==> src/rtl/core/fct_pkg.sv <==
package fct_pkg;

    localparam int unsigned NumPlanesDefault  = 6;
    localparam int unsigned CoordWidthDefault = 32;
    localparam int unsigned CoefWidth         = 32;
    localparam int unsigned CoefsPerPlane     = 4;
    localparam int unsigned FracBits          = 16;
    localparam int unsigned RadiusWidth       = 31;

    typedef enum logic [2:0] {
        OP_WRITE   = 3'd0,
        OP_POINT   = 3'd1,
        OP_SPHERE  = 3'd2,
        OP_BOX_IN  = 3'd3,
        OP_BOX_HIT = 3'd4
    } t_op;

    typedef enum logic [1:0] {
        COEF_A = 2'd0,
        COEF_B = 2'd1,
        COEF_C = 2'd2,
        COEF_D = 2'd3
    } t_coef;

    typedef logic signed [CoefWidth-1:0] t_coef_word;

endpackage

==> src/rtl/core/fct_coef_store.sv <==
module fct_coef_store
    import fct_pkg::*;
#(
    parameter int unsigned NUM_PLANES = NumPlanesDefault
) (
    input  logic       i_clk,
    input  logic       i_en,
    input  logic       i_wr,
    input  logic [2:0] i_plane,
    input  logic [1:0] i_coef,
    input  t_coef_word i_value,
    output t_coef_word o_coef [NUM_PLANES][CoefsPerPlane]
);

    localparam int unsigned PIW = (NUM_PLANES > 1) ? $clog2(NUM_PLANES) : 1;

    t_coef_word r_mem [NUM_PLANES][CoefsPerPlane];
    logic       wr_ok;
    logic [PIW-1:0] wr_plane;

    // planes beyond the configured count are silently dropped
    assign wr_ok    = i_wr && ({2'b00, i_plane} < 5'(NUM_PLANES));
    assign wr_plane = PIW'(i_plane);

    always_ff @(posedge i_clk) begin
        if (wr_ok) begin
            r_mem[wr_plane][i_coef] <= i_value;
        end
    end

    // snapshot taken as the item moves on, before any later write lands
    always_ff @(posedge i_clk) begin
        if (i_en) begin
            o_coef <= r_mem;
        end
    end

endmodule

==> config.mk <==
export PLATFORM = sky130hd
export DESIGN_NAME = fct_coef_store
export DESIGN_NICKNAME = d
export VERILOG_FILES = /design/src/rtl/core/fct_pkg.sv /design/src/rtl/core/fct_coef_store.sv
export SDC_FILE = /design/constraint.sdc
export NUM_CORES = 1
export LEC_CHECK = 0
export BUFFER_PORTS_ARGS = -buffer_cell sky130_fd_sc_hd__buf_2
export CAP_MARGIN = 20
export CORE_ASPECT_RATIO = 0.75
export CORE_MARGIN = 2
export CORE_UTILIZATION = 44
export CTS_CLUSTER_DIAMETER = 200
export DETAILED_ROUTE_END_ITERATION = 6
export GPL_ROUTABILITY_DRIVEN = 0
export GPL_TIMING_DRIVEN = 0
export HOLD_SLACK_MARGIN = 0.03
export PLACE_DENSITY = 0.65
export SETUP_SLACK_MARGIN = 0.2
export SLEW_MARGIN = 20
export SYNTH_ARGS = -nofsm -noshare
export SYNTH_HDL_FRONTEND = slang
export SYNTH_SLANG_ARGS = --single-unit
==> constraint.sdc <==
create_clock -name i_clk -period 8 [get_ports i_clk]
set_input_delay 0.8 -clock i_clk [delete_from_list [all_inputs] [get_ports i_clk]]
set_output_delay 0.8 -clock i_clk [all_outputs]
set_load 0.01 [all_outputs]
==> Word level (Yosys, flattened, before mapping) <==
Index checks and enable logic that the tools add are counted.
{ "classes": {"n_reduce_logical": 3, "magnitude_cmp": 5, "n_mux": 5, "bitwise": 2} }
{ "ops": {"columns": ["operator", "count"], "rows": [
  ["$bwmux 768", 1],
  ["$demux 128 s3", 1],
  ["$mux 128", 1],
  ["$demux 32 s2", 1],
  ["$mux 32", 1],
  ["$ge 4x4->1 const B", 1],
  ["$lt 4x1->1 const B", 1],
  ["$not 3->4", 1],
  ["$ge 3x3->1 const B", 1],
  ["$logic_and 1x1->1", 3],
  ["$lt 3x1->1 const B", 1],
  ["$lt 3x3->1 const B", 1],
  ["$not 2->3", 1]
]} }
{ "totals": {"output_inout_bits": 768, "reg_bits": 1536, "in_bits": 40, "wordCells": 63} }

==> Logic depth before layout (Yosys ltp) <==
{ "depth": {"ltp_word": 8, "mapped_depth": 3, "ltp_nobuf": 2} }

==> Worst setup path after synthesis <==
OpenSTA, ideal clock, no wires.
{ "synth_timing": {"path_type": "input to register", "start": "in i_plane[2]", "end": "reg r_mem[640] (netlist name), enable pin", "cell_stages": 2, "n_path_buf": 0, "arrival_ps": 2765, "setup_ps": 421, "setup_slack_ps": 4814, "required_ps": 7579, "cell_sequence": "or4b_1 nor2_1"} }
{ "synth_between": {"elab_chain_cells": 2} }
{ "synth_lines": {"columns": ["element", "line_no", "source"], "rows": [
  ["start: declaration", "fct_coef_store.sv:9", "input logic [2:0] i_plane,"],
  ["$lt 3x3->1", "fct_coef_store.sv:22", "assign wr_ok = i_wr && ({2'b00, i_plane} < 5'(NUM_PLANES));"],
  ["$logic_and 1x1->1", "fct_coef_store.sv:22", null],
  ["end signal: indexed assignment", "fct_coef_store.sv:27", "r_mem[wr_plane][i_coef] <= i_value;"],
  ["end: declaration", "fct_coef_store.sv:17", "t_coef_word r_mem [NUM_PLANES][CoefsPerPlane];"]
]} }
Every way passes these cells.
A chain may end at the register's enable or synchronous reset.

==> Worst setup path after layout <==
{ "layout_timing": {"start": "in i_en", "end": "reg o_coef[377] (netlist name), enable pin"} }
{ "layout_rtl": {"columns": ["element", "line_no", "source"], "rows": [
  ["start: declaration", "fct_coef_store.sv:7", "input logic i_en,"],
  ["end signal: assignment", "fct_coef_store.sv:34", "o_coef <= r_mem;"],
  ["end: declaration", "fct_coef_store.sv:12", "output t_coef_word o_coef [NUM_PLANES][CoefsPerPlane]"]
]} }
No word-level cell between the ends.

==> results.toml <==
[logic_synthesis]
synthMuxAreaShare_pct = 0
syn_area_per_cell_um2 = 29.5
synthAdderAreaFrac_pct = 0
synth_compound_area_share_pct = 0
synth_xor_area_share_pct = 0
synth-simple-area-share_pct = 0.376
ys_seq_area_share_pct = 99.6
syn_area_um2 = 46300
ys_ff_latch = 1536
netlist_instances = 1571
syn_nets = 1611
synth_cell_types = 9
yosys_warnings = 0
synth_top_family_by_area = "simple AND/OR/NAND/NOR gates"

[worst_setup_path]
cp_common_cell = "buf_16"
start_kind = "primary input"
end_kind = "flop"
rrSetupSlack_ns = 7.33
worstPathCellList = "buf_8, buf_16, buf_16, buf_16, buf_16"
worstPathArrival_ns = 2.96
crit_fanout = 104
cpMaxStageDelayCell = "buf_16"
critPathTopFamily = "buffers and inverters"
required_ns = 8.38
path_buf_inv = 5
slowest_delay_ns = 0.40
crit_type = "in2reg"

[clock_network]
cts_sinks = 1536
cts_tree = "yes"
postCtsHoldBufs = 0
cts.path.max_buffers = 3
clk_pin_slew_ns = 0.06
htreeDepth = 4
cts_buffers = 138
worst_skew_pair.late_latency_ns = 0.75
cts_root_buf = "clkbuf_16"
post_cts_buffers = 0
cts_resized = 0

[die]
rows = 103
die_x_um = 379
coreArea_um2 = 105000
die-area_um2 = 108000
start_util_pct = 44.2
fp.dieH_um = 285
ios = 808

[drt]
wirelength_um = 105000
vias = 19789
wl_per_cell_um = 25.7
drc = 0
drtIter0Drc = 2002
drt_first_pass_iters = 5
ant_nets = 0
viasPerCell = 4.83

[place]
portBuffers = 807
hpwl_um = 70800
placed_cells = 3853

[global_route]
grt_util_all_layers_pct = 19.1
antenna_found_initial = 2
grt_start_max_net_pins = 112
grt_pass1_wl_um = 142000
grt_pass1_vias = 19169
grt-ovfl-total = 0

[power]
irDropWorstVdd_mv = 0.199
power_density_nw_per_um2 = 271
p_leak_nw = 20.3

[layout]
fin_cells = 4096
area_growth_syn_to_layout_pct = 25.2
n_fill_cell = 7596
fin_nets = 2616
final_util_pct = 55.3
drive_gt1_share_pct = 39.7

[sta]
post-route-period-util_pct = 32.2
slew_viol_final = 0
finalSetupViolCount = 0
rsz0062_at_grt = "false"
worstMarginPinSlew_ns = 0.796
relSlewSlack_pct = 46.9
final_hold_viol_count = 0
min_period_ns = 2.58
skew_ns = 0.0257
max_freq_ghz = 0.388

[run_status]
status = "finished clean"

[worst_hold_path]
hold_class = "reg2reg"

[job]
maxCapViolCount = 0
-- final cells by class --
type,instances,area [um2],share of cell area [%]
Timing Repair Buffer,865,5440,9.38
Buffer,1,3.75,0.00648
Tap cell,1417,1770,3.06
Clock buffer,176,3620,6.24
Antenna cell,1,2.50,0.00432
Sequential cell,1536,46100,79.6
Multi-Input combinational cell,34,354,0.611
Clock inverter,66,637,1.10
-- cells in the final DEF, fill, tap and decap left out --
master / count
bufinv_16: 8
nand2b_1: 2
nand4bb_1: 3
or4b_1: 1
clkinvlp_4: 3
buf_16: 31
diode_2: 1
nand4b_1: 2
clkbuf_1: 38
clkbuf_16: 139
nand2_1: 1
clkinv_1: 33
clkinv_2: 10
nor2_4: 24
inv_16: 2
buf_8: 2
buf_12: 26
inv_6: 4
or2_2: 1
buf_2: 806
clkinv_8: 4
edfxtp_1: 1536
clkinv_16: 2
-- synth_stat cells --
cell type  instances  area [um2]
nor2_1            24        90.1
nand2b_1           2        12.5
nand4b_1           2        17.5
or2_2              1        6.26
nand2_1            1        3.75
clkbuf_1           1        3.75
edfxtp_1        1536       46100
nand4bb_1          3        33.8
or4b_1             1        10.0
-- final timing paths --
kind / from / end / cells past startpoint
setup / recovery: i_en / o_coef[377]$_DFFE_PP_ / 5
hold / removal: r_mem[582]$_DFFE_PP_ / o_coef[582]$_DFFE_PP_ / 0
setup reg to reg: r_mem[117]$_DFFE_PP_ / o_coef[117]$_DFFE_PP_ / 0
hold reg to reg: r_mem[582]$_DFFE_PP_ / o_coef[582]$_DFFE_PP_ / 0
-- per-stage QoR --
stage / setup slack (ns) / hold slack, ns / TNS (ns) / instance area (um2) / power, mW
floorplan: 4.81 / 0.400 / 0 / 46300 / 9.32
global placement: -5.25 / 0.402 / -3923.27 / 52100 / 9.72
detailed placement: 4.70 / 0.405 / 0 / 53700 / 9.67
CTS: 5.52 / 0.347 / 0 / 57900 / 15.9
global route: 5.33 / 0.358 / 0 / 57900 / 16.2
finish: 5.42 / 0.401 / 0 / 57900 / 15.7
-- layer usage --
metal / share of wire (%) / up-vias / routed length (um) / global-route usage, %
met1: 38 / 10154 / 39500 / 23.7
met5: 0 / - / 0 / 0
met3: 10 / 180 / 10900 / 7.00
li1: - / 8451 / - / -
met4: 2.8 / 0 / 3000 / 6.40
met2: 49 / 1004 / 51900 / 31.1
-- cell families after synthesis --
kind of cell / after synthesis
flip-flops: 1536
AND/OR/NAND/NOR: 34
buffers and inverters: 1
-- flip-flops by register name, summed over array words and instances, names as in the netlist --
name / cells
o_coef: 768
r_mem: 768
-- power breakdown --
part | total [mW] | leakage [nW] | switching (mW) | internal, mW
Combinational | 0.424 | 3.81 | 0.312 | 0.112
Sequential | 9.07 | 14.4 | 0.0468 | 9.02
Clock | 6.24 | 2.05 | 2.76 | 3.48
Total | 15.7 | 20.3 | 3.12 | 12.6
No activity file was read; power rests on OpenSTA's default activity.
